<file path="config.mk">
export PLATFORM = sky130hd
export DESIGN_NAME = nnu_queue
export DESIGN_NICKNAME = d
export VERILOG_FILES = /design/src/rtl/core/nnu_pkg.sv /design/src/rtl/core/nnu_queue.sv
export SDC_FILE = /design/constraint.sdc
export NUM_CORES = 1
export LEC_CHECK = 0
export ABC_AREA = 1
export BUFFER_PORTS_ARGS = -buffer_cell sky130_fd_sc_hd__buf_2
export CORE_MARGIN = 1
export CORE_UTILIZATION = 28
export CTS_BUF_LIST = sky130_fd_sc_hd__clkbuf_4
export DETAILED_ROUTE_END_ITERATION = 10
export GPL_TIMING_DRIVEN = 0
export PLACE_DENSITY = 0.58
export SLEW_MARGIN = 5
export SYNTH_ARGS = -nofsm -noshare
export SYNTH_HDL_FRONTEND = slang
export SYNTH_SLANG_ARGS = --single-unit
</file>
<file path="constraint.sdc">
create_clock -name clock -period 4.1 [get_ports clock]
set_input_delay 0.205 -clock clock [delete_from_list [all_inputs] [get_ports clock]]
set_output_delay 0.205 -clock clock [all_outputs]
set_load 0.01 [all_outputs]
</file>
<file path="src/rtl/core/nnu_pkg.sv">
// Package for the nearest-neighbor image upscaler: size limits, derived widths,
// register indexes, shared types and the size clamp functions.
// No dependencies.
`timescale 1ns / 1ps

package nnu_pkg;

   localparam int MAX_WIDTH  = 128;
   localparam int MAX_HEIGHT = 128;

   // Coordinate widths (column below MAX_WIDTH, row below MAX_HEIGHT).
   localparam int XW = (MAX_WIDTH > 1) ? $clog2(MAX_WIDTH) : 1;
   localparam int YW = (MAX_HEIGHT > 1) ? $clog2(MAX_HEIGHT) : 1;

   // Clamped size widths (1 up to the limit itself).
   localparam int SWW = $clog2(MAX_WIDTH + 1);
   localparam int SHW = $clog2(MAX_HEIGHT + 1);

   // Image store geometry.
   localparam int DEPTH = MAX_WIDTH * MAX_HEIGHT;
   localparam int AW    = (DEPTH > 1) ? $clog2(DEPTH) : 1;
   localparam int CW    = SWW + SHW;

   // Divider operand widths and step count.
   localparam int DXW   = XW + SWW;
   localparam int DYW   = YW + SHW;
   localparam int NSTEP = (XW > YW) ? XW : YW;
   localparam int KW    = (NSTEP > 1) ? $clog2(NSTEP) : 1;

   // Operation queue between front and back (depth is a power of two).
   localparam int QDEPTH = 2;
   localparam int QAW    = (QDEPTH > 1) ? $clog2(QDEPTH) : 1;
   localparam int QCW    = $clog2(QDEPTH + 1);

   // Configuration port.
   localparam int CSR_IW = 3;
   localparam int CSR_DW = 8;
   localparam logic [CSR_IW-1:0] CSR_SRC_WIDTH  = 3'd0;
   localparam logic [CSR_IW-1:0] CSR_SRC_HEIGHT = 3'd1;
   localparam logic [CSR_IW-1:0] CSR_DST_WIDTH  = 3'd2;
   localparam logic [CSR_IW-1:0] CSR_DST_HEIGHT = 3'd3;
   localparam logic [CSR_IW-1:0] CSR_KEEP_ALPHA = 3'd4;

   // Input word kinds carried on tuser.
   localparam logic FUNC_LOAD = 1'b0;
   localparam logic FUNC_EMIT = 1'b1;

   localparam logic [7:0] ALPHA_OPAQUE = 8'd255;

   typedef struct packed {
      logic [SWW-1:0] sw;
      logic [SHW-1:0] sh;
      logic [SWW-1:0] dw;
      logic [SHW-1:0] dh;
      logic           keep_alpha;
   } nnu_cfg_type;

   typedef struct packed {
      logic          is_load;
      logic [AW-1:0] addr;
      logic [31:0]   pixel;
      logic          force_alpha;
      logic          last;
   } nnu_op_type;

   function automatic logic [SWW-1:0] clamp_width(input logic [7:0] v);
      int unsigned t;
      t = 32'(v);
      if (t == 0) begin
         t = 1;
      end else if (t > MAX_WIDTH) begin
         t = MAX_WIDTH;
      end
      return SWW'(t);
   endfunction

   function automatic logic [SHW-1:0] clamp_height(input logic [7:0] v);
      int unsigned t;
      t = 32'(v);
      if (t == 0) begin
         t = 1;
      end else if (t > MAX_HEIGHT) begin
         t = MAX_HEIGHT;
      end
      return SHW'(t);
   endfunction

endpackage

</file>
<file path="src/rtl/core/nnu_queue.sv">
// Short operation queue between the front and back ends of the upscaler.
// Depends on nnu_pkg.
`timescale 1ns / 1ps

module nnu_queue (
   input  logic                clock,
   input  logic                reset,
   input  logic                push,
   input  nnu_pkg::nnu_op_type push_data,
   output logic                full,
   input  logic                pop,
   output nnu_pkg::nnu_op_type head,
   output logic                empty
);
   import nnu_pkg::*;

   nnu_op_type      entry_ff [QDEPTH];
   logic [QAW-1:0]  wr_ff, wr_in;
   logic [QAW-1:0]  rd_ff, rd_in;
   logic [QCW-1:0]  cnt_ff, cnt_in;

   assign full  = (cnt_ff == QCW'(QDEPTH));
   assign empty = (cnt_ff == '0);
   assign head  = entry_ff[rd_ff];

   always_comb begin
      wr_in  = push ? QAW'(wr_ff + QAW'(1)) : wr_ff;
      rd_in  = pop ? QAW'(rd_ff + QAW'(1)) : rd_ff;
      cnt_in = cnt_ff;
      if (push && !pop) begin
         cnt_in = cnt_ff + QCW'(1);
      end else if (pop && !push) begin
         cnt_in = cnt_ff - QCW'(1);
      end
   end

   always_ff @(posedge clock) begin
      if (reset) begin
         wr_ff  <= '0;
         rd_ff  <= '0;
         cnt_ff <= '0;
      end else begin
         wr_ff  <= wr_in;
         rd_ff  <= rd_in;
         cnt_ff <= cnt_in;
      end
   end

   always_ff @(posedge clock) begin
      if (push) begin
         entry_ff[wr_ff] <= push_data;
      end
   end

endmodule

</file>
==> run summary <==
Status -> finished, final reports clean
Max-Cap Viols -> 0
Comb power frac -> 13.6%
Most frequent cells in the layout -> buf_2 (103), edfxtp_1 (98), dlygate4sd3_1 (53), mux2_2 (39), mux2_4 (10)
Site row count -> 42
Critical Path AT -> 1.73 ns
Startpoint types -> flop
Setup TNS -> 0 ns
Part of the power in the clock network -> 31.2%
Switch Pwr -> 478.7 uW
DR DRC count -> 0
Dpl ws -> 2.450 ns
Clk_lat worst skew -> 0.47 ns
Core Region -> 13240 sq um
Synth Net Count -> 239
Reg clk slew, reported paths -> 0.15 ns
Initial antenna violation count -> 0
Register area share after synthesis -> 79.92%
Post-synth cell types -> 17
Sw frac -> 21.53%
Commonest non-fill, non-tap cell in the layout -> buf_2
Port bufs -> 103
Pwr/cell area -> 415.0 nW/um^2
Syn_area_per_cell -> 20.58 sq um
Initial Util -> 28.75%
Final Wtd Congestion -> 0.6262
DRT Pass-1 Iters -> 4
CP max stage delay -> 0.44 ns
# hold bufs at CTS -> 53
Internal power -> 1.745 mW
Clk_skew -> 0.007760 ns
Critical Path RT -> 3.89 ns
All-Layer GR Usage -> 10.88%
Setup repair bufs after CTS -> 0
Pin count of the biggest net entering global routing -> 36
Synthesis-to-layout area growth -> 40.75%
VDD IR-drop max -> 250.7 uV
First-pass GRT wire length -> 11.16 mm
H-tree depth -> 3
Share of layout cells above drive strength 1 -> 48.89%
R2R Path Start -> wr_ff$_SDFFE_PP0P_
Post-Syn Area -> 3807 sq um
Placed Cells incl. Taps -> 467
CTS tree -> built
Vert. Die Dim -> 118.6 um
Final wirelength -> 7.067 mm
Count of final setup violators -> 0
Critical path's slowest cell -> dfxtp_1
# IOs -> 104
# diodes -> 0
DR iter-0 viols -> 49
Final Hold Viols -> 0
Period minus WS final -> 1.935 ns
CTS Buffer Depth -> 2
Syn Inst Count -> 185
Worst setup EP type -> output pin
Post-route ant nets -> 0
RSZ-0062 raised after global routing -> no
Max Fclk -> 516.7 MHz
Setup CP Type -> flop to output pin
Final worst path period share -> 47.20%
Pleak -> 2.060 nW
Layout Cells excl Fill -> 536
PostCTS Resize Cnt -> 0
#FFs+latches synth -> 103
Slew @ Worst Pin -> 0.5876 ns
Util after Layout -> 40.47%
Fin Hold WS -> 0.4360 ns
CTS root buf -> clkbuf_4
YS warnings -> 0
Slew Viols, Final -> 0
Die area -> 14070 sq um
Routed len/inst -> 13.18 um
Vias per cell -> 4.017
Final nets -> 409
Crit-path max FO -> 10
Area after DPL -> 4626 sq um
Final instance area -> 5359 sq um
Part of the power in registers -> 55.2%
Total gr overflow -> 0
Vias -> 2153
DIE WIDTH -> 118.6 um
Hpwl dp -> 4.474 mm
Worst-path cell chain -> buf_6, buf_8, mux2_4, buf_2
Vias in the first global route -> 2224
Worst slew margin -> 60.74%
Setup WS post-layout -> 2.165 ns
Overall Power -> 2.224 mW
Hold Crit Start -> push_data[14]
Path type of the worst min-delay path -> input port to flop
CTS Buf Count -> 9
Clock Sink Count -> 103
==> sequential cells by signal (all words and copies together) (netlist names), named ones only <==
register	flops
rd_ff	1
entry_ff	98
cnt_ff	2
wr_ff	1
==> path summary, 6_finish.rpt <==
check                                                 end  slack [ns]  cells past startpoint
worst max-delay path                             head[26]        2.16                      4
worst min-delay path            entry_ff[1][14]$_DFFE_PP_        0.44                      2
worst min register to register     cnt_ff[0]$_SDFFE_PP0P_        0.55                      2
worst max register to register  entry_ff[0][37]$_DFFE_PP_        2.55                      3
==> worst max-delay path, delay by kind of cell (launching register included) <==
family / cells / cell delay, ns
buf+inv: 3 / 0.50
mux: 1 / 0.31
flops: 1 / 0.44
==> logic make-up (layout without fill, tap and decap cells) <==
family / Yosys count / after routing / share of synthesized area, %
adder cells (fa/ha/maj): 1 / 1 / 0.3286
flip-flops: 103 / 103 / 79.92
AND/OR/NAND/NOR: 15 / 15 / 1.610
multiplexers: 49 / 49 / 15.48
buffers and inverters: 14 / 189 / 2.169
XOR/XNOR: 1 / 1 / 0.2301
AO/OA/AOI/OAI: 2 / 2 / 0.2626
==> power by group through the flow <==
stage                     combinational (mW)  clock, mW  sequential [mW]
after floorplan                        0.150          0             1.25
after global placement                 0.253          0             1.26
after detailed placement               0.270          0             1.25
after CTS                              0.310      0.726             1.23
after global routing                   0.330      0.755             1.23
final                                  0.302      0.693             1.23
==> layout make-up <==
class	count	area [sq um]
Clock buffer	9	67.56
Inverter	9	33.78
Fill cell	1258	7884
Tap cell	176	220.2
Buffer	5	48.80
Multi-Input combinational cell	68	689.4
Timing Repair Buffer	159	1121
Clock inverter	7	135.1
Sequential cell	103	3043
==> metal layers <==
layer  track usage (%)  wire (um)  up-vias
met1             12.36       3130     1027
li1                  -          -     1045
met2             17.87       3370       69
met5                 0          0        -
met3             3.234        371       12
met4             6.883        195        0
==> cell usage after synthesis <==
master	number	area share, %
xnor2_1	1	0.23
dfxtp_1	5	2.6
inv_1	9	0.89
buf_8	1	0.39
nand2_1	5	0.49
ha_1	1	0.33
a21oi_1	1	0.13
edfxtp_1	98	77
buf_6	1	0.30
buf_4	3	0.59
nand3_1	1	0.13
nor2_1	7	0.69
nand4_1	1	0.16
mux2_4	10	3.9
o21ai_0	1	0.13
mux2_2	39	12
nor3_1	1	0.13
Note: power is estimated with default switching activity, not from simulation.
