File: src/rtl/core/nnu_pkg.sv
// Package for the nearest-neighbor image upscaler: size limits, derived widths,
// register indexes, shared types and the size clamp functions.
// No dependencies.
`timescale 1ns / 1ps

package nnu_pkg;

   localparam int MAX_WIDTH  = 128;
   localparam int MAX_HEIGHT = 128;

   // Coordinate widths (column below MAX_WIDTH, row below MAX_HEIGHT).
   localparam int XW = (MAX_WIDTH > 1) ? $clog2(MAX_WIDTH) : 1;
   localparam int YW = (MAX_HEIGHT > 1) ? $clog2(MAX_HEIGHT) : 1;

   // Clamped size widths (1 up to the limit itself).
   localparam int SWW = $clog2(MAX_WIDTH + 1);
   localparam int SHW = $clog2(MAX_HEIGHT + 1);

   // Image store geometry.
   localparam int DEPTH = MAX_WIDTH * MAX_HEIGHT;
   localparam int AW    = (DEPTH > 1) ? $clog2(DEPTH) : 1;
   localparam int CW    = SWW + SHW;

   // Divider operand widths and step count.
   localparam int DXW   = XW + SWW;
   localparam int DYW   = YW + SHW;
   localparam int NSTEP = (XW > YW) ? XW : YW;
   localparam int KW    = (NSTEP > 1) ? $clog2(NSTEP) : 1;

   // Operation queue between front and back (depth is a power of two).
   localparam int QDEPTH = 2;
   localparam int QAW    = (QDEPTH > 1) ? $clog2(QDEPTH) : 1;
   localparam int QCW    = $clog2(QDEPTH + 1);

   // Configuration port.
   localparam int CSR_IW = 3;
   localparam int CSR_DW = 8;
   localparam logic [CSR_IW-1:0] CSR_SRC_WIDTH  = 3'd0;
   localparam logic [CSR_IW-1:0] CSR_SRC_HEIGHT = 3'd1;
   localparam logic [CSR_IW-1:0] CSR_DST_WIDTH  = 3'd2;
   localparam logic [CSR_IW-1:0] CSR_DST_HEIGHT = 3'd3;
   localparam logic [CSR_IW-1:0] CSR_KEEP_ALPHA = 3'd4;

   // Input word kinds carried on tuser.
   localparam logic FUNC_LOAD = 1'b0;
   localparam logic FUNC_EMIT = 1'b1;

   localparam logic [7:0] ALPHA_OPAQUE = 8'd255;

   typedef struct packed {
      logic [SWW-1:0] sw;
      logic [SHW-1:0] sh;
      logic [SWW-1:0] dw;
      logic [SHW-1:0] dh;
      logic           keep_alpha;
   } nnu_cfg_type;

   typedef struct packed {
      logic          is_load;
      logic [AW-1:0] addr;
      logic [31:0]   pixel;
      logic          force_alpha;
      logic          last;
   } nnu_op_type;

   function automatic logic [SWW-1:0] clamp_width(input logic [7:0] v);
      int unsigned t;
      t = 32'(v);
      if (t == 0) begin
         t = 1;
      end else if (t > MAX_WIDTH) begin
         t = MAX_WIDTH;
      end
      return SWW'(t);
   endfunction

   function automatic logic [SHW-1:0] clamp_height(input logic [7:0] v);
      int unsigned t;
      t = 32'(v);
      if (t == 0) begin
         t = 1;
      end else if (t > MAX_HEIGHT) begin
         t = MAX_HEIGHT;
      end
      return SHW'(t);
   endfunction

endpackage

File: src/rtl/core/nnu_front.sv
// Front end of the upscaler: accepts input words, tracks load and output positions
// and maps each output pixel to its source address with a shared serial divider.
// Depends on nnu_pkg.
`timescale 1ns / 1ps

module nnu_front (
   input  logic                clock,
   input  logic                reset,
   input  nnu_pkg::nnu_cfg_type cfg,
   input  logic                req_tvalid,
   output logic                req_tready,
   input  logic                req_tuser,   // func
   input  logic [31:0]         req_tdata,   // in_blue, in_green, in_red, in_alpha
   output logic                q_push,
   output nnu_pkg::nnu_op_type q_data,
   input  logic                q_full
);
   import nnu_pkg::*;

   localparam logic [1:0] ST_IDLE = 2'd0;
   localparam logic [1:0] ST_MUL  = 2'd1;
   localparam logic [1:0] ST_DIV  = 2'd2;
   localparam logic [1:0] ST_PUSH = 2'd3;

   logic [1:0]     state_ff, state_in;
   logic [AW-1:0]  lp_ff, lp_in;
   logic [XW-1:0]  col_ff, col_in;
   logic [YW-1:0]  row_ff, row_in;
   logic [XW-1:0]  x_ff, x_in;
   logic [YW-1:0]  y_ff, y_in;
   logic           last_ff, last_in;
   logic [DXW-1:0] rem_x_ff, rem_x_in, dsh_x_ff, dsh_x_in;
   logic [DYW-1:0] rem_y_ff, rem_y_in, dsh_y_ff, dsh_y_in;
   logic [XW-1:0]  qx_ff, qx_in;
   logic [YW-1:0]  qy_ff, qy_in;
   logic [KW-1:0]  k_ff, k_in;

   logic           accept;
   logic [CW-1:0]  count;
   logic [AW-1:0]  lp_use;
   logic [CW-1:0]  lp_plus;
   logic [XW-1:0]  col_use;
   logic [YW-1:0]  row_use;
   logic [SWW-1:0] col_plus;
   logic [SHW-1:0] row_plus;
   logic [CW:0]    emit_addr;

   assign req_tready = (state_ff == ST_IDLE) && !q_full;
   assign accept     = req_tvalid && req_tready;

   assign count   = CW'(cfg.sw) * CW'(cfg.sh);
   assign lp_use  = (CW'(lp_ff) >= count) ? '0 : lp_ff;
   assign lp_plus = CW'(lp_use) + CW'(1);

   assign col_use  = (SWW'(col_ff) >= cfg.dw) ? '0 : col_ff;
   assign row_use  = (SHW'(row_ff) >= cfg.dh) ? '0 : row_ff;
   assign col_plus = SWW'(col_use) + SWW'(1);
   assign row_plus = SHW'(row_use) + SHW'(1);

   assign emit_addr = (CW+1)'(qy_ff) * (CW+1)'(cfg.sw) + (CW+1)'(qx_ff);

   always_comb begin
      state_in = state_ff;
      lp_in    = lp_ff;
      col_in   = col_ff;
      row_in   = row_ff;
      x_in     = x_ff;
      y_in     = y_ff;
      last_in  = last_ff;
      rem_x_in = rem_x_ff;
      rem_y_in = rem_y_ff;
      dsh_x_in = dsh_x_ff;
      dsh_y_in = dsh_y_ff;
      qx_in    = qx_ff;
      qy_in    = qy_ff;
      k_in     = k_ff;
      q_push   = 1'b0;
      q_data   = '0;

      case (state_ff)
         ST_IDLE: begin
            if (accept && req_tuser == FUNC_LOAD) begin
               q_push         = 1'b1;
               q_data.is_load = 1'b1;
               q_data.addr    = lp_use;
               q_data.pixel   = req_tdata;
               lp_in          = (lp_plus >= count) ? '0 : AW'(lp_plus);
            end else if (accept) begin
               x_in    = col_use;
               y_in    = row_use;
               last_in = (col_plus == cfg.dw) && (row_plus == cfg.dh);
               if (col_plus >= cfg.dw) begin
                  col_in = '0;
                  row_in = (row_plus >= cfg.dh) ? '0 : YW'(row_plus);
               end else begin
                  col_in = XW'(col_plus);
                  row_in = row_use;
               end
               state_in = ST_MUL;
            end
         end
         ST_MUL: begin
            rem_x_in = DXW'(x_ff) * DXW'(cfg.sw);
            rem_y_in = DYW'(y_ff) * DYW'(cfg.sh);
            dsh_x_in = DXW'(cfg.dw) << (XW - 1);
            dsh_y_in = DYW'(cfg.dh) << (YW - 1);
            qx_in    = '0;
            qy_in    = '0;
            k_in     = KW'(NSTEP - 1);
            state_in = ST_DIV;
         end
         ST_DIV: begin
            // One restoring step per lane; the shorter lane idles until its bits start.
            if (int'(k_ff) < XW) begin
               if (rem_x_ff >= dsh_x_ff) begin
                  rem_x_in = rem_x_ff - dsh_x_ff;
                  qx_in    = XW'({qx_ff, 1'b1});
               end else begin
                  qx_in    = XW'({qx_ff, 1'b0});
               end
               dsh_x_in = dsh_x_ff >> 1;
            end
            if (int'(k_ff) < YW) begin
               if (rem_y_ff >= dsh_y_ff) begin
                  rem_y_in = rem_y_ff - dsh_y_ff;
                  qy_in    = YW'({qy_ff, 1'b1});
               end else begin
                  qy_in    = YW'({qy_ff, 1'b0});
               end
               dsh_y_in = dsh_y_ff >> 1;
            end
            if (k_ff == '0) begin
               state_in = ST_PUSH;
            end else begin
               k_in = k_ff - KW'(1);
            end
         end
         ST_PUSH: begin
            if (!q_full) begin
               q_push             = 1'b1;
               q_data.is_load     = 1'b0;
               q_data.addr        = AW'(emit_addr);
               q_data.force_alpha = !cfg.keep_alpha;
               q_data.last        = last_ff;
               state_in           = ST_IDLE;
            end
         end
         default: begin
            state_in = ST_IDLE;
         end
      endcase
   end

   always_ff @(posedge clock) begin
      if (reset) begin
         state_ff <= ST_IDLE;
         lp_ff    <= '0;
         col_ff   <= '0;
         row_ff   <= '0;
      end else begin
         state_ff <= state_in;
         lp_ff    <= lp_in;
         col_ff   <= col_in;
         row_ff   <= row_in;
      end
   end

   always_ff @(posedge clock) begin
      x_ff     <= x_in;
      y_ff     <= y_in;
      last_ff  <= last_in;
      rem_x_ff <= rem_x_in;
      rem_y_ff <= rem_y_in;
      dsh_x_ff <= dsh_x_in;
      dsh_y_ff <= dsh_y_in;
      qx_ff    <= qx_in;
      qy_ff    <= qy_in;
      k_ff     <= k_in;
   end

`ifndef SYNTHESIS
   a_busy_not_ready: assert property (@(posedge clock) disable iff (reset)
      (state_ff != ST_IDLE) |-> !req_tready)
      else $error("front ready while mapping an output pixel");

   a_emit_starts_map: assert property (@(posedge clock) disable iff (reset)
      (accept && req_tuser == FUNC_EMIT) |=> (state_ff == ST_MUL))
      else $error("output word did not start address mapping");

   a_no_push_full: assert property (@(posedge clock) disable iff (reset)
      q_push |-> !q_full)
      else $error("push into a full queue");
`endif

endmodule

File: config.mk
export PLATFORM = sky130hd
export DESIGN_NAME = nnu_front
export DESIGN_NICKNAME = d
export VERILOG_FILES = /design/src/rtl/core/nnu_pkg.sv /design/src/rtl/core/nnu_front.sv
export SDC_FILE = /design/constraint.sdc
export NUM_CORES = 1
export LEC_CHECK = 0
export BUFFER_PORTS_ARGS = -buffer_cell sky130_fd_sc_hd__buf_2
export CAP_MARGIN = 10
export CELL_PAD_IN_SITES_DETAIL_PLACEMENT = 1
export CELL_PAD_IN_SITES_GLOBAL_PLACEMENT = 1
export CORE_MARGIN = 5
export CORE_UTILIZATION = 42
export DETAILED_ROUTE_END_ITERATION = 12
export GPL_ROUTABILITY_DRIVEN = 0
export HOLD_SLACK_MARGIN = 0.03
export PLACE_DENSITY = 0.77
export SLEW_MARGIN = 5
export SYNTH_ARGS = -nofsm -noshare
export SYNTH_HDL_FRONTEND = slang
export SYNTH_SLANG_ARGS = --single-unit
File: constraint.sdc
create_clock -name clock -period 9.8 [get_ports clock]
set_input_delay 0.49 -clock clock [delete_from_list [all_inputs] [get_ports clock]]
set_output_delay 0.49 -clock clock [all_outputs]
set_load 0.005 [all_outputs]
==> out/metrics.yaml, run 1 <==
status: "completed"
cts-root-buf: "clkbuf_16"
syn-num-nets: 2188
synth_cell_types: 69
cp_max_fo: 22
cp-end-kind: "flip-flop"
cts_tree: "yes"
clk_pin_slew_ns: 0.06
synthArstFlopShare_pct: 0
worstSetupStartpoint: "cfg[28]"
fin_crit_ns: 9.21
setup_tns_ns: 0
drv_cap: 0
core_area_um2: 37500
p_leak_uw: 0.00867
grt_pass1_vias: 13700
crit_type: "input pin to flip-flop"
rsz0062_at_grt: "false"
critPathMaxStageDelay_ns: 0.55
drc: 0
clkSinkCount: 120
p_per_area_nw_per_um2: 195
grt_pass1_wl_mm: 70.9
power_uw: 3440
yosysSeqAreaShare_pct: 20.8
dp.final_hpwl_mm: 34.5
hold_depth: 3
viasPerCell: 5.29
io_pins: 121
hp-class: "input pin to flip-flop"
startpoint_type: "input pin"
drtIter0Drc: 505
tightest_slew_ns: 0.877
overflow: 0
syn_area_per_cell_um2: 9.03
die_y_um: 204
skew_ns: 0.0124
r2r_end: "lp_ff[12]"
dieArea_um2: 41700
syn_area_um2: 15800
fillers: 4397
ys_warn_count: 0
drtPass1Iterations: 4
setup_viol: 0
r2r_cells: 24
postRouteAntennaNets: 0
finalMaxSlewViolations: 0
synth_edf_count: 90
r2r_start: "lp_ff[12]"
synth_seq_cells: 120
finalWirelength_mm: 43.3
numPortBuffers: 120
r2r_setup_slack_ns: 3.96
hold_viol: 0
initial_core_util_pct: 42.3
period_share_pct: 94.0
cts.path.max_buffers: 2
htree_levels: 4
syn_inst: 1755
timing.fmax_mhz: 109
ys.flop_type: "edfxtp_1"
row_count: 71
fp.dieW_um: 204
min_to: "dsh_x_ff[13]"
worst_slew_margin_rel_pct: 41.5
numCtsBuffers: 17
worst_ep_required_time_ns: 10.11
ir_worst_vdd_v: 0.000101
clock_latency_ns: 0.45
via_count: 12600
drive_gt1_share_pct: 10.3
min_from: "cfg[16]"
crit_path_top_delay_cell: "fa_1"
routedWlPerCell_um: 18.2
grt_start_max_net_pins: 85
cp.arrival_ns: 9.52
gr-usage-all-layers_pct: 21.0
cts_hold_buf: 0
antenna_found_initial: 1
area_delta_synth_final_pct: 11.1
nets: 2289
## cell usage in the layout, fill, tap and decap left out, drive strengths merged, types with 6 or more instances in the layout
cell	n
inv	250
ha	232
and2	182
nand2	166
buf	134
fa	131
nor2	97
edfxtp	90
a21oi	76
o21ai	69
xnor2	58
xor2	37
a21o	33
dfxtp	30
nor2b	29
clkbuf	25
nand3	24
nor3	22
a22o	20
nand2b	18
o21bai	12
mux2i	11
a31oi	9
and3	8
nand4	7
o31ai	7
o211ai	7
o21a	6
mux2	6
## stage by stage
stage / hold WS [ns] / cells / utilization [%] / setup WS [ns] / area (um^2)
detailed placement: 0.506 / 2348 / 45.4 / 0.183 / 17000
finish: 0.381 / 2381 / 46.9 / 0.588 / 17600
global route: 0.419 / 2381 / 46.9 / 0.00832 / 17600
global placement: 0.475 / 2348 / 45.4 / 0.550 / 17000
CTS: 0.362 / 2380 / 46.9 / 0.477 / 17600
floorplan: 0.460 / 1755 / - / 1.17 / 15800
## area by class of cell
| class | instances | area (um^2) | share of cell area [%] |
|---|---|---|---|
| Antenna cell | 1 | 2.50 | 0.0142 |
| Tap cell | 511 | 639 | 3.63 |
| Sequential cell | 120 | 3300 | 18.8 |
| Clock buffer | 24 | 472 | 2.68 |
| Multi-Input combinational cell | 1333 | 11400 | 65.0 |
| Timing Repair Buffer | 135 | 716 | 4.07 |
| Clock inverter | 8 | 98.8 | 0.562 |
| Inverter | 249 | 935 | 5.31 |
## layer usage
metal	track usage, %	wire length (um)	part of all wire (%)
met1	27.4	19600	45
met2	36.2	21300	49
met3	3.13	1310	3.0
met4	6.15	1020	2.4
met5	0	0	0
## state kept, by name, summed over array words and instances, names as in the netlist, 14 cells and up
| name | flops |
|---|---|
| dsh_x_ff | 14 |
| rem_x_ff | 15 |
| dsh_y_ff | 14 |
| lp_ff | 14 |
| rem_y_ff | 15 |
## Yosys cell counts (6+ instances only)
| cell type | instances | share of area, % |
|---|---|---|
| nor2b_1 | 29 | 1.1 |
| a31oi_1 | 9 | 0.36 |
| nor2_1 | 97 | 2.3 |
| fa_1 | 131 | 17 |
| nand4_1 | 7 | 0.28 |
| nand3_1 | 24 | 0.76 |
| nand2b_1 | 18 | 0.71 |
| edfxtp_1 | 90 | 17 |
| a21o_1 | 33 | 1.6 |
| mux2i_1 | 10 | 0.63 |
| ha_1 | 232 | 18 |
| o31ai_1 | 7 | 0.33 |
| o21ai_1 | 7 | 0.22 |
| clkbuf_1 | 48 | 1.1 |
| dfxtp_1 | 30 | 3.8 |
| o211ai_1 | 6 | 0.28 |
| and2_1 | 182 | 7.2 |
| mux2_2 | 6 | 0.43 |
| xor2_1 | 37 | 2.0 |
| o21a_1 | 6 | 0.28 |
| xnor2_1 | 58 | 3.2 |
| and3_1 | 8 | 0.32 |
| inv_1 | 249 | 5.9 |
| a21oi_1 | 76 | 2.4 |
| o21bai_1 | 12 | 0.57 |
| nand2_1 | 166 | 3.9 |
| nor3_1 | 19 | 0.60 |
| a22o_1 | 20 | 1.1 |
| o21ai_0 | 61 | 1.9 |
## power breakdown
group	switching, uW	internal, uW
Sequential	53.5	670
Combinational	1200	870
Clock	255	387
Total	1510	1930
## worst max-delay path by stage
stage	endpoint	slack (ns)	cells past startpoint
final	lp_ff[12]	0.59	38
after global routing	lp_ff[12]	0.008	38
after CTS	lp_ff[12]	0.48	39
after detailed placement	lp_ff[12]	0.18	39
after global placement	lp_ff[2]	0.55	38
after floorplan	lp_ff[5]	1.17	39
## logic make-up (layout without fill, tap and decap cells)
group,Yosys count,in the layout,synth area share [%]
AOI/OAI and AO/OA,285,285,12.2
xor gates and xnor gates,95,95,5.25
adders and majority gates,363,363,34.9
buffers and inverters,302,416,7.27
DFF,120,120,20.8
muxes,17,17,1.20
other,0,1,0
and+or+nand+nor,573,573,18.4
## what timing repair did
action / 4_1_cts / 5_1_grt
endpoints found under the setup margin: 0 / 6
resized for setup: 0 / 2
setup buffers: 0 / 0
## critical path, delay by kind of cell
kind            cells  cell delay, ns
fa+ha+maj           8            3.19
xor+xnor            2            0.40
compound gates     10            2.15
mux                 1            0.23
buf+inv             4            0.54
simple gates       13            2.49
Note: power is estimated with default switching activity, not from simulation.
==> run 2, diff against run 1 <==
--- a/config.mk
+++ b/config.mk
@@ -5,16 +5,17 @@
 export SDC_FILE = /design/constraint.sdc
 export NUM_CORES = 1
 export LEC_CHECK = 0
-export BUFFER_PORTS_ARGS = -buffer_cell sky130_fd_sc_hd__buf_2
 export CAP_MARGIN = 10
 export CELL_PAD_IN_SITES_DETAIL_PLACEMENT = 1
 export CELL_PAD_IN_SITES_GLOBAL_PLACEMENT = 1
 export CORE_MARGIN = 5
 export CORE_UTILIZATION = 42
+export CTS_BUF_LIST = sky130_fd_sc_hd__clkbuf_16
 export DETAILED_ROUTE_END_ITERATION = 12
+export DONT_BUFFER_PORTS = 1
 export GPL_ROUTABILITY_DRIVEN = 0
 export HOLD_SLACK_MARGIN = 0.03
-export PLACE_DENSITY = 0.77
+export PLACE_DENSITY_LB_ADDON = 0.1
 export SLEW_MARGIN = 5
 export SYNTH_ARGS = -nofsm -noshare
 export SYNTH_HDL_FRONTEND = slang
==> run 2 against run 1 <==
Sequential share of layout area up 0.66 points. Largest cell class unchanged. Setup slack better by 0.33 ns. Critical path depth down 1. Non-clock buffer count down 127. Cell count down 5.4%. Cell area down 3.4%.
==> out/metrics.yaml, run 2 (synthesis gave the netlist of run 1 again) <==
startpoint_type: "input pin"
ff_latch_area_um2: 3300  # unchanged
grt_pass1_wl_mm: 67.2  # -5.3%
die_y_um: 204  # unchanged
post-route-util_pct: 45.3  # -1.6 points
hp-class: "input pin to flip-flop"
row_count: 71  # unchanged
ir_worst_vdd_v: 0.0000916  # -9.1%
r2r_setup_slack_ns: 3.90  # -0.06 ns
io_pins: 121  # unchanged
hold_viol: 0  # unchanged
comb_power_share_pct: 58.4  # -1.9 points
postRouteAntennaNets: 0  # unchanged
multi_input_area_um2: 11400  # about the same
crit_path_top_delay_cell: "fa_1"
r2r_end: "lp_ff[12]"
top_regs: "rem_x_ff (15), rem_y_ff (15)"
nets: 2162  # -5.5%
drtIter0Drc: 408  # -19%
worstSetupStartpoint: "cfg[19]"
fillers: 4341  # -1.3%
met2_length_mm: 20.1  # -5.5%
cellInternalPower_uw: 1950  # +1.1%
wl_met3_mm: 1.41  # +8.1%
finalMaxSlewViolations: 0  # unchanged
rsz0062_at_grt: "false"
finalWirelength_mm: 40.8  # -5.7%
layout_common_cells: "inv_1 (249), ha_1 (231), and2_1 (182), nand2_1 (166), fa_1 (131)"
min_from: "reset"
cts-root-buf: "clkbuf_16"
dp.final_hpwl_mm: 32.8  # -4.9%
fin_crit_ns: 8.89  # -0.325 ns
layout_setup_ws_ns: 0.913  # +0.325 ns
critPathMaxStageDelay_ns: 0.54  # about the same
setup_viol: 0  # unchanged
drtPass1Iterations: 5  # +1
p_per_area_nw_per_um2: 202  # +3.1%
cts_hold_buf: 0  # unchanged
drc: 0  # unchanged
setup_tns_ns: 0  # unchanged
via_count: 11800  # -6.3%
r2r_cells: 24  # unchanged
worst_ep_required_time_ns: 10.11  # about the same
cts_setup_buffers: 0  # unchanged
place_ws_ns: 0.495  # +0.312 ns
grt_pass1_vias: 13000  # -5.3%
clkSinkCount: 120  # unchanged
status: "completed"
area_delta_synth_final_pct: 7.29
path_common_cell: "nor2_1"
drv_cap: 0  # unchanged
layout_commonest_cell: "inv_1"
cts.path.max_buffers: 2  # unchanged
cts_tree: "yes"
gr-usage-all-layers_pct: 20.0  # -1.0 points
seqPwrFrac_pct: 21.1  # about the same
numPortBuffers: 0  # -100%
routedWlPerCell_um: 18.1  # -0.30%
p_leak_uw: 0.00811  # -6.4%
drive_gt1_share_pct: 3.96  # -6.3 points
skew_ns: 0.0137  # +0.00128 ns
tightest_slew_ns: 1.03  # +0.155 ns
clkPwrFrac_pct: 20.5  # +1.8 points
numCtsBuffers: 17  # unchanged
cp-end-kind: "flip-flop"
period_share_pct: 90.7  # -3.3 points
clk_pin_slew_ns: 0.06  # about the same
timing.fmax_mhz: 113  # +3.7%
worst_slew_margin_rel_pct: 31.1  # -10 points
grt_start_max_net_pins: 100  # +18%
antenna_found_initial: 0  # -1
core_area_um2: 37500  # unchanged
htree_levels: 4  # unchanged
top_layer_used: "met4"
initial_core_util_pct: 42.3  # unchanged
switching_share_pct: 43.1  # -0.84 points
hold_depth: 1  # -2
r2r_start: "lp_ff[12]"
crit_type: "input pin to flip-flop"
cp_max_fo: 15  # -32%
overflow: 0  # unchanged
clock_latency_ns: 0.44  # about the same
fp.dieW_um: 204  # unchanged
min_to: "lp_ff[0]"
viasPerCell: 5.24  # -0.93%
cts.repair.resized: 0  # unchanged
wl_met1_mm: 18.8  # -3.9%
power.net_switching_uw: 1480  # -2.3%
num_antenna_cells: 0  # -1
cp.arrival_ns: 9.20  # -0.32 ns
dieArea_um2: 41700  # unchanged
[run 2: cell count changes in the layout (fill, tap and decap cells not counted), sizes merged]
cell / before / now
diode: 1 / 0
buf: 134 / 8
clkbuf: 25 / 17
clkinvlp: 0 / 1
inv: 250 / 254
bufinv: 2 / 4
[run 2: critical path, delay by kind of cell]
family / cells / cell delay [ns]
AOI/OAI and AO/OA: 11 / 2.32
and+or+nand+nor: 12 / 2.16
adders and majority gates: 8 / 3.29
muxes: 1 / 0.22
buffers and inverters: 3 / 0.33
xor gates and xnor gates: 2 / 0.39
[run 2: layout make-up]
| type | count | area share, % |
|---|---|---|
| Multi-Input combinational cell | 1333 | 67.2 |
| Sequential cell | 120 | 19.4 |
| Inverter | 249 | 5.50 |
| Tap cell | 511 | 3.76 |
| Clock buffer | 17 | 2.50 |
| Clock inverter | 15 | 1.26 |
| Timing Repair Buffer | 8 | 0.353 |
[run 2: metrics by stage]
step	instance area, um^2	total power [uW]	instances	hold slack, ns
finish	17000	3430	2253	0.118
detailed placement	16400	2750	2221	0.488
CTS	17000	3490	2253	0.0941
global placement	16400	2700	2221	0.471
floorplan	15800	2270	1755	0.460
global route	17000	3780	2253	0.0998
[run 2: per-layer routing]
metal,vias up,global-route usage (%)
met4,0,3.85
met1,5855,26.5
met2,141,35.3
met3,27,2.65
met5,-,0
li1,5787,-
[run 2: power by group through the flow]
| stage | combinational [uW] | clock [uW] | sequential (uW) |
|---|---|---|---|
| global placement | 1970 | 0 | 731 |
| detailed placement | 2020 | 0 | 733 |
| finish | 2000 | 703 | 722 |
| floorplan | 1560 | 0 | 711 |
| CTS | 2040 | 721 | 724 |
| global route | 2300 | 741 | 732 |
[run 2: worst max path at each step]
stage	to	slack, ns	depth (start not counted)
after floorplan	lp_ff[5]	1.17	39
after global placement	lp_ff[12]	0.71	37
after detailed placement	lp_ff[12]	0.50	37
after CTS	lp_ff[12]	0.94	37
after global routing	lp_ff[12]	0.41	37
final	lp_ff[12]	0.91	37
